**src/rtl/crg_pkg.sv**
```systemverilog
// ============================================================================
// crg_pkg - camera ray generator shared definitions
// Widths, register indexes, reset values and pipeline payload types.
// ============================================================================
package crg_pkg;

    // Input coordinate width and Q format of the canvas and matrix words
    localparam int COORD_BITS = 12;
    localparam int FRAC_BITS  = 16;

    localparam int IN_W   = ((2 * COORD_BITS + 7) / 8) * 8;
    localparam int WORD_W = 32;
    localparam int OUT_W  = 6 * WORD_W;

    localparam int NUM_REGS   = 8;
    localparam int CFG_ADDR_W = 3;
    localparam int CFG_DATA_W = 64;

    // Canvas arithmetic: (2*idx+1)*pitch and 2*half - that product
    localparam int PC_W     = COORD_BITS + 33;
    localparam int CANVAS_W = COORD_BITS + 35;

    // Normalization and division widths
    localparam int MAG_W  = 64;
    localparam int LEN_W  = 7;
    localparam int NORM_W = 30;
    localparam int SQ_W   = 62;
    localparam int ROOT_W = 31;
    localparam int NUM_W  = 61;
    localparam int Q_W    = 31;

    localparam logic [WORD_W-1:0] ONE_Q   = 32'd1 << FRAC_BITS;
    localparam logic [Q_W-1:0]    DIR_ONE = 31'd1 << 30;

    typedef enum logic [CFG_ADDR_W-1:0] {
        REG_ROW0_XY = 3'd0,
        REG_ROW0_ZW = 3'd1,
        REG_ROW1_XY = 3'd2,
        REG_ROW1_ZW = 3'd3,
        REG_ROW2_XY = 3'd4,
        REG_ROW2_ZW = 3'd5,
        REG_PITCH   = 3'd6,
        REG_HALF    = 3'd7
    } cfg_idx_t;

    // Camera set-up as decoded from the register file
    typedef struct packed {
        logic [2:0][3:0][WORD_W-1:0] m;
        logic [WORD_W-1:0]           pitch;
        logic [WORD_W-1:0]           half_w;
        logic [WORD_W-1:0]           half_h;
    } cam_cfg_t;

    typedef struct packed {
        logic [2:0] neg;
        logic       degen;
    } side_t;

    typedef struct packed {
        logic [2:0][NORM_W-1:0] mag;
        side_t                  side;
    } norm_pipe_t;

    typedef struct packed {
        logic [SQ_W-1:0] sum_sq;
        norm_pipe_t      pipe;
    } front_out_t;

    typedef struct packed {
        logic [ROOT_W-1:0] root;
        norm_pipe_t        pipe;
    } root_out_t;

    typedef struct packed {
        logic [2:0][WORD_W-1:0] dir;
        logic                   degen;
    } result_t;

endpackage

```
**src/rtl/crg_cfg_regs.sv**
```systemverilog
// ============================================================================
// crg_cfg_regs - configuration register file
// Eight 64-bit registers with write-only access, decoded into the camera set-up.
// ============================================================================
module crg_cfg_regs
    import crg_pkg::*;
(
    input  logic                  aclk,
    input  logic                  aresetn,
    input  logic                  cfg_wr_en,
    input  logic [CFG_ADDR_W-1:0] cfg_addr,
    input  logic [CFG_DATA_W-1:0] cfg_wdata,
    output cam_cfg_t              cfg
);

    logic [CFG_DATA_W-1:0] regs_reg [NUM_REGS];

    always_ff @(posedge aclk) begin
        if (!aresetn) begin
            regs_reg[REG_ROW0_XY] <= {ONE_Q, 32'd0};
            regs_reg[REG_ROW0_ZW] <= '0;
            regs_reg[REG_ROW1_XY] <= {32'd0, ONE_Q};
            regs_reg[REG_ROW1_ZW] <= '0;
            regs_reg[REG_ROW2_XY] <= '0;
            regs_reg[REG_ROW2_ZW] <= {ONE_Q, 32'd0};
            regs_reg[REG_PITCH]   <= {32'd0, ONE_Q};
            regs_reg[REG_HALF]    <= '0;
        end else if (cfg_wr_en) begin
            regs_reg[cfg_addr] <= cfg_wdata;
        end
    end

    always_comb begin
        for (int r = 0; r < 3; r++) begin
            cfg.m[r][0] = regs_reg[2*r][63:32];
            cfg.m[r][1] = regs_reg[2*r][31:0];
            cfg.m[r][2] = regs_reg[2*r+1][63:32];
            cfg.m[r][3] = regs_reg[2*r+1][31:0];
        end
        cfg.pitch  = regs_reg[REG_PITCH][31:0];
        cfg.half_w = regs_reg[REG_HALF][63:32];
        cfg.half_h = regs_reg[REG_HALF][31:0];
    end

endmodule

```
**config.mk**
```make
export PLATFORM = sky130hd
export DESIGN_NAME = crg_cfg_regs
export DESIGN_NICKNAME = d
export VERILOG_FILES = /design/src/rtl/crg_pkg.sv /design/src/rtl/crg_cfg_regs.sv
export SDC_FILE = /design/constraint.sdc
export NUM_CORES = 1
export LEC_CHECK = 0
export BUFFER_PORTS_ARGS = -buffer_cell sky130_fd_sc_hd__buf_2
export CORE_AREA = 2 2 211 213
export CTS_CLUSTER_SIZE = 30
export DETAILED_ROUTE_END_ITERATION = 10
export DIE_AREA = 0 0 213 215
export GPL_ROUTABILITY_DRIVEN = 0
export PLACE_DENSITY = 0.62
export SLEW_MARGIN = 15
export SYNTH_ARGS = -nofsm -noshare
export SYNTH_HDL_FRONTEND = slang
export SYNTH_SLANG_ARGS = --single-unit
export TNS_END_PERCENT = 1
```
**constraint.sdc**
```tcl
create_clock -name aclk -period 13.9 [get_ports aclk]
set_input_delay 3.475 -clock aclk [delete_from_list [all_inputs] [get_ports aclk]]
set_output_delay 3.475 -clock aclk [all_outputs]
set_load 0.05 [all_outputs]
```
# Yosys cells after proc, flatten, opt, wreduce, memory -nomap -nowiden
# Memories as Yosys holds them, arrays and structs flattened.
# Cells that the tools add are included.
dict set report word_totals {
  in_bits 70
  word_cells 9
  mem_bits_rw 512
  mem_bits_ro 0
  regBits 0
  latch_bits 0
  memories 1
}
dict set report op_classes {
  mux 7
  eq_ne 0
  mul 0
  n_reduce_logical 1
  shift 0
  div_mod_pow 0
  addsub 0
  n_lt_le_gt_ge 0
  n_bitwise 0
}
# memory depth word_bits rd rd_clocked_by_memory_dff wr line_no
set mem_list {}
lappend mem_list {regs_reg 8 64 8 0 8 crg_cfg_regs.sv:16} ;# logic [CFG_DATA_W-1:0] regs_reg [NUM_REGS];
# op n
set op_table {}
lappend op_table {{64-bit two-way mux} 1}
lappend op_table {{64-bit OR reduction} 1}
lappend op_table {{1-bit two-way mux} 5}
lappend op_table {{3-bit two-way mux} 1}

# Longest topological paths before layout
# Gate-level depths: netlist of run 1.
dict set report depth {
  word_depth 5
  depth_mapped 5
}

# Worst setup path before layout of run 1
# Ideal clock, no wire load.
dict set report synth_timing {
  kind {input to register}
  from {input cfg_addr[2]}
  to {memory regs_reg[0][0] (enable)}
  path_stages 4
  path_slack_ns 4.827
  n_path_buf 2
  required_time_ns 13.326
  t_arrival_ns 8.499
  cell_sequence {or2_1 -> buf_2 -> buf_2 -> o21ai_0}
}
# element line_no
set synth_rtl {}
lappend synth_rtl {{from (decl)} crg_cfg_regs.sv:11} ;# input logic [CFG_ADDR_W-1:0] cfg_addr,
lappend synth_rtl {{to (decl)} crg_cfg_regs.sv:16}

==> out/qor.csv, run 1 <==
metric;value;unit
run_status;completed;
drt-initial-drc-count;1235;
die_width;213;µm
grt_pass1_vias;11831;
cp-start-kind;input port;
vias_per_cell;5.25;
syn_area;0.0177;mm²
p_leak;9.03;nW
slew_viol_final;0;
crit_fanout;56;
cts_buffers;51;
largest_register_ffs;480;
rows;77;
clock.fmax;169;MHz
holdWs;3.21;ns
yosys_warnings;0;
routedWlPerCell;24.7;µm
max_slew_margin;26.1;%
drtPass1Iterations;5;
synth_edf_count;480;
finalCritPeriodShare;42.6;%
critical_path_class;input port to register;
overflow;0;
yosys_most_used_dff;edfxtp_1;
finalSetupViolCount;0;
rsz0062_at_grt;no;
avgSynthCellArea;15.1;µm²
ys_ff_latch;480;
clockBufferDepth;3;
hp-class;input port to register;
core;0.0436;mm²
seq_area;0.0144;mm²
ctsResizeCount;0;
vias;12221;
clockRootBuffer;clkbuf_16;
hold_viol_final;0;
start_util;40.5;%
totalNegativeSetupSlack;0;ns
cts.clk_slew.worst_paths;0.06;ns
ys_types;19;
max_cap_viol_count;0;
synth.most_common_cell;edfxtp_1;
synthCells;1171;
cts_tree;yes;
die_area;0.0458;mm²
min_period;5.92;ns
grt_usage;24.6;%
ir_worst_vdd;0.103;mV
clock_sinks;480;
hold_buffers;0;
post_cts_buffers;0;
dp_hpwl;38400;µm
drive_above_1_share;38.2;%
synth_largest_area_cell;edfxtp_1;
nets;1766;
async_flop_share;0;%
nFillCells;3767;
die-height;215;µm
critPathArrivalTime;6.13;ns
totalWireLength;57600;µm
port_buffers;549;
p_per_area;162;mW/mm²
antenna_left;0;
io_pins;550;
area_growth_syn_to_layout;28.8;%
yosysSeqAreaShare;81.5;%
synth.net_count;1241;
grt_antenna_before_repair;3;
synth.area.top_cells;edfxtp_1 (82%), nor2_1 (8.1%), and3_1 (3.4%), nand4_1 (2.3%), nand4b_1 (1.5%);
synthTopCellsByCount;edfxtp_1 (480), nor2_1 (380), and3_1 (97);
crit_path_end_kind;register;
grt_max_degree;101;
worstPathRequired;14.11;ns
htreeDepth;2;
yosys.area.top_type_share;81.5;%
multi_input_area;0.00296;mm²
worstMarginPinSlew;1.10;ns
drcViolationCount;0;
grt_pass1_wl;81300;µm
[per-stage QoR]
step	std cells	worst slack (ns)	cell area (µm²)	total power, mW	util [%]
floorplan	1171	4.83	17700	2.17	-
global placement	2233	7.41	21000	2.34	48.1
detailed placement	2233	7.28	21000	2.34	48.1
CTS	2325	7.92	22700	3.71	52.0
global route	2328	7.84	22800	3.80	52.2
finish	2328	7.98	22800	3.70	52.2
[final cells by class]
type,instances,share of cell area (%)
diodes,1,0.0110
multi-input cells,594,13.0
well taps,592,3.25
clock buffers,58,5.91
repair buffers,569,12.9
flip-flops and latches,480,63.3
clock inverters,34,1.59
[layout by cell type, fill, tap and decap left out, types with 2 or more instances in the layout]
cell / n
buf_2: 546
edfxtp_1: 480
nor2_1: 379
and3_1: 97
nand4_1: 64
clkbuf_16: 53
nand4b_1: 31
buf_4: 21
clkinv_2: 9
clkinv_1: 9
o21ai_4: 8
bufinv_16: 7
clkbuf_1: 5
clkinvlp_4: 4
clkinv_4: 4
nand2b_4: 2
nand3b_1: 2
buf_16: 2
[final timing paths]
kind / slack, ns / startpoint / cells after the start / endpoint
hold / removal: 3.21 / cfg_wdata[48] / 2 / regs_reg[5][48]
setup / recovery: 7.98 / cfg_wr_en / 4 / regs_reg[1][4]
[cells by family after synthesis]
group,after synthesis,share of synthesized area [%]
and+or+nand+nor,586,15.8
DFF,480,81.5
buffers and inverters,97,2.43
AOI/OAI and AO/OA,8,0.227
[metal layers]
layer / global-route usage [%] / vias to the layer above / routed length, µm
met4: 8.81 / 4 / 2110
li1: - / 5337 / -
met5: 0 / - / 27
met3: 5.63 / 108 / 5080
met1: 31.3 / 6086 / 21600
met2: 41.0 / 686 / 28700
[power breakdown]
part	switching [mW]	internal, mW
logic	0.501	0.0859
registers	0.0328	1.69
clock network	0.561	0.824
total	1.10	2.60
[critical path: stages]
cell     delay, ns
buf_4         0.49
nand2_1       0.41
o21ai_4       0.97
buf_4         0.62
Note: power is estimated with default switching activity, not from simulation.
==> run 2, diff against run 1 <==
CORE_AREA = 2 2 213 215   (was 2 2 211 213)
DIE_AREA = 0 0 215 217   (was 0 0 213 215)
PLACE_DENSITY = 0.61   (was 0.62)
clock period = 6.1 ns   (was 13.9 ns; I/O delays follow)
==> out/qor.csv, run 2 (same netlist as run 1, synthesis figures left out) <==
metric;value;unit
crit_fanout;65;
critical_path_class;input port to register;
port_buffers;549;
rows;78;
hold_path_depth;2;
post-route-cell-area;0.0226;mm²
finalSetupViolCount;0;
vias_per_cell;5.25;
post_cts_buffers;0;
worstPathRequired;6.35;ns
htreeDepth;2;
max_cap_viol_count;0;
dp_hpwl;38200;µm
ctsResizeCount;0;
worstHoldStart;cfg_wdata[54];
grt_antenna_before_repair;3;
cts_tree;yes;
cts.clk_slew.worst_paths;0.06;ns
p_leak;8.96;nW
max_slew_margin;23.9;%
p_per_area;363;mW/mm²
slew_viol_final;0;
cp-start-kind;input port;
area_growth_syn_to_layout;28.0;%
post_dp_cell_area;0.0211;mm²
crit_start;cfg_addr[0];
hold_viol_final;0;
cts_buffers;50;
start_util;39.5;%
drcViolationCount;0;
clock_sinks;480;
clockRootBuffer;clkbuf_16;
rsz0062_at_grt;no;
grt_usage;24.1;%
die-height;217;µm
clock.fmax;271;MHz
totalWireLength;58000;µm
hold_buffers;0;
crit_path_end_kind;register;
drtPass1Iterations;5;
grt_pass1_vias;11755;
overflow;0;
ir_worst_vdd;0.208;mV
routedWlPerCell;24.9;µm
power.total;8.21;mW
io_pins;550;
min_period;3.69;ns
run_status;completed;
core;0.0447;mm²
largest_register_ffs;480;
drt-initial-drc-count;1372;
grt_pass1_wl;82000;µm
worstMarginPinSlew;1.14;ns
die_area;0.0467;mm²
most-common-layout-cells;buf_2 (546), edfxtp_1 (480), nor2_1 (379);
clockBufferDepth;3;
finalCritPeriodShare;60.5;%
hp-class;input port to register;
worstHoldEndpoint;regs_reg[2][54];
nets;1763;
die_width;215;µm
critPathArrivalTime;3.94;ns
totalNegativeSetupSlack;0;ns
grt_max_degree;71;
vias;12251;
antenna_left;0;
drive_above_1_share;37.8;%
layout_commonest_cell;buf_2;
[run 2: changes by cell type in the layout (fill, tap and decap cells not counted)]
cell	previous run	this run
clkinvlp_4	4	1
buf_12	0	3
clkinv_1	9	13
diode_2	1	2
buf_16	2	0
clkinv_2	9	13
buf_4	21	18
bufinv_16	7	3
clkinv_4	4	0
[run 2: report_power, final]
part           switching [mW]  internal, mW  leakage, nW
clock                    1.25          1.69        0.777
combinational            1.14         0.195         3.55
sequential             0.0778          3.85         4.64
[run 2: cell type report]
| cell class | instances | area, µm² |
|---|---|---|
| multi-input cells | 594 | 2960 |
| clock inverters | 31 | 220 |
| flip-flops and latches | 480 | 14400 |
| clock buffers | 58 | 1350 |
| diodes | 2 | 5.00 |
| fillers | 3884 | 22100 |
| well taps | 600 | 751 |
| repair buffers | 567 | 2930 |
[run 2: worst max path at each step]
| stage | cells past startpoint | slack (ns) | endpoint |
|---|---|---|---|
| 6_report | 4 | 2.41 | regs_reg[1][4] |
| 2_1_floorplan | 4 | -1.02 | regs_reg[0][0] |
| 3_3_place_gp | 4 | 1.89 | regs_reg[1][5] |
| 4_1_cts | 4 | 2.38 | regs_reg[1][15] |
| 5_1_grt | 4 | 2.30 | regs_reg[1][5] |
| 3_5_place_dp | 4 | 1.78 | regs_reg[1][5] |
[run 2: per-stage QoR]
step	utilization [%]	setup slack (ns)	instances	hold WS [ns]
2_1_floorplan	-	-1.02	1171	1.70
3_3_place_gp	47.1	1.89	2241	1.88
3_5_place_dp	47.1	1.78	2241	1.88
4_1_cts	50.6	2.38	2330	1.26
5_1_grt	50.6	2.30	2332	1.28
6_report	50.6	2.41	2332	1.30
[run 2: critical path, cell delays in order]
cell,delay [ns]
buf_4,0.58
nand2_1,0.43
o21ai_4,0.99
buf_12,0.33
[run 2: metal layers]
metal,GRT usage (%),share of wire [%]
met1,31.7,39
met2,39.7,49
met3,5.05,7.9
met4,9.10,3.6
met5,0,0.012
==> run 3, diff against run 2 <==
ABC_AREA = 1   (was unset)
CORE_AREA = 2 2 215 217   (was 2 2 213 215)
DIE_AREA = 0 0 217 219   (was 0 0 215 217)
PLACE_DENSITY = 0.6   (was 0.61)
clock period = 3.05 ns   (was 6.1 ns; I/O delays follow)
==> out/qor.csv, run 3 <==
metric;value;unit
hp-class;input port to register;
die_width;217;µm
use_met1;27.4;%
worstPathRequired;2.29;ns
grt_usage;20.9;%
slew_viol_final;0;
worstMarginPinSlew;0.951;ns
run_status;completed;
overflow;0;
routedWlPerCell;21.9;µm
yosysSeqAreaShare;85.6;%
grt_pass1_vias;10965;
path_delay_family;flip-flops;
crit_fanout;1;
yosys_most_used_dff;edfxtp_1;
ir_worst_vdd;0.502;mV
async_flop_share;0;%
max_slew_margin;36.6;%
drt-initial-drc-count;890;
clock_sinks;480;
yosys.area.top_type_share;85.6;%
p_leak;9.23;nW
grt_pass1_wl;72700;µm
n_antenna_cell;0;
yosys_warnings;0;
drive_above_1_share;38.1;%
hold_viol_final;0;
drtPass1Iterations;5;
syn_area;0.0168;mm²
port_buffers;549;
synth.most_common_cell;edfxtp_1;
max_cap_viol_count;0;
synth_largest_area_cell;edfxtp_1;
clock.fmax;469;MHz
totalNegativeSetupSlack;0;ns
hold_buffers;0;
top_usage_layer;met2;
drcViolationCount;0;
grt_antenna_before_repair;0;
crit_path_end_kind;primary output;
slowest_stage;edfxtp_1;
synth.area.top_cells;edfxtp_1 (86%), nor2_1 (11%), inv_1 (1.4%), buf_2 (1.3%), nand2_1 (0.36%);
dp_hpwl;32300;µm
finalCritPeriodShare;69.9;%
nets;1740;
cp-start-kind;register;
clockRootBuffer;clkbuf_16;
post_cts_buffers;0;
holdWs;0.574;ns
largest_register_ffs;480;
layout_commonest_cell;buf_2;
nFillCells;4010;
antenna_left;0;
cp.buffers_inverters;1;
cts.clk_slew.worst_paths;0.06;ns
start_util;37.3;%
synth.net_count;1171;
grt_max_degree;65;
cts_tree;yes;
cts_buffers;50;
core;0.0451;mm²
grt_use_met2;33.9;%
dp_slack;0.505;ns
synthCells;1101;
most-common-layout-cells;buf_2 (549), edfxtp_1 (480), nor2_1 (479);
totalWireLength;50700;µm
fin_ws;0.918;ns
ys_types;11;
clockBufferDepth;3;
critical_path_class;register to primary output;
min_period;2.13;ns
area_growth_syn_to_layout;30.5;%
synthTopCellsByCount;edfxtp_1 (480), nor2_1 (479), inv_1 (65);
vias_per_cell;4.77;
critPathArrivalTime;1.37;ns
vias;11015;
cp_cell_sequence;buf_2;
finalSetupViolCount;0;
die_area;0.0475;mm²
die-height;219;µm
p_per_area;729;mW/mm²
grt_util_met3;5.63;%
rows;78;
ctsResizeCount;0;
io_pins;550;
ys_ff_latch;480;
htreeDepth;2;
max_stage_delay;0.47;ns
avgSynthCellArea;15.3;µm²
rsz0062_at_grt;no;
synth_edf_count;480;
==> run 3: path summary, 6_finish.rpt <==
check,startpoint,endpoint,depth (start not counted)
setup / recovery,regs_reg[6][1],cfg[65],1
hold / removal,cfg_addr[0],regs_reg[0][48],3
==> run 3: per-layer routing <==
metal / vias up / routed length (µm)
met3: 77 / 4780
li1: 4871 / -
met2: 642 / 24000
met5: - / 0
met1: 5425 / 20600
met4: 0 / 1230
==> run 3: layout make-up <==
class                      count  area [µm²]  share of cell area [%]
clock buffer                  65        1370                    6.25
tap                          600         751                    3.42
sequential                   480       14400                    65.6
clock inverter                26         166                   0.758
inverter                      68         255                    1.16
multi-input combinational    503        2020                    9.19
timing repair buffer         567        2980                    13.6
==> run 3: cells by family (layout without fill, tap and decap cells) <==
group                  after synthesis  count (layout)  synth area share (%)
buffers and inverters              118             726                  2.99
flip-flops                         480             480                  85.6
AND/OR/NAND/NOR                    503             503                  11.4
==> run 3: stage by stage <==
stage	util, %	cells	power (mW)	area [µm²]
detailed placement	45.3	2218	10.4	20400
finish	48.7	2309	16.0	22000
CTS	48.7	2309	16.1	22000
floorplan	-	1101	9.66	16800
global route	48.7	2309	16.5	22000
global placement	45.3	2218	10.3	20400
==> run 3: power breakdown <==
group | total [mW] | switching (mW) | internal [mW]
registers | 7.80 | 0.128 | 7.67
logic | 2.41 | 2.05 | 0.355
clock network | 5.79 | 2.47 | 3.32
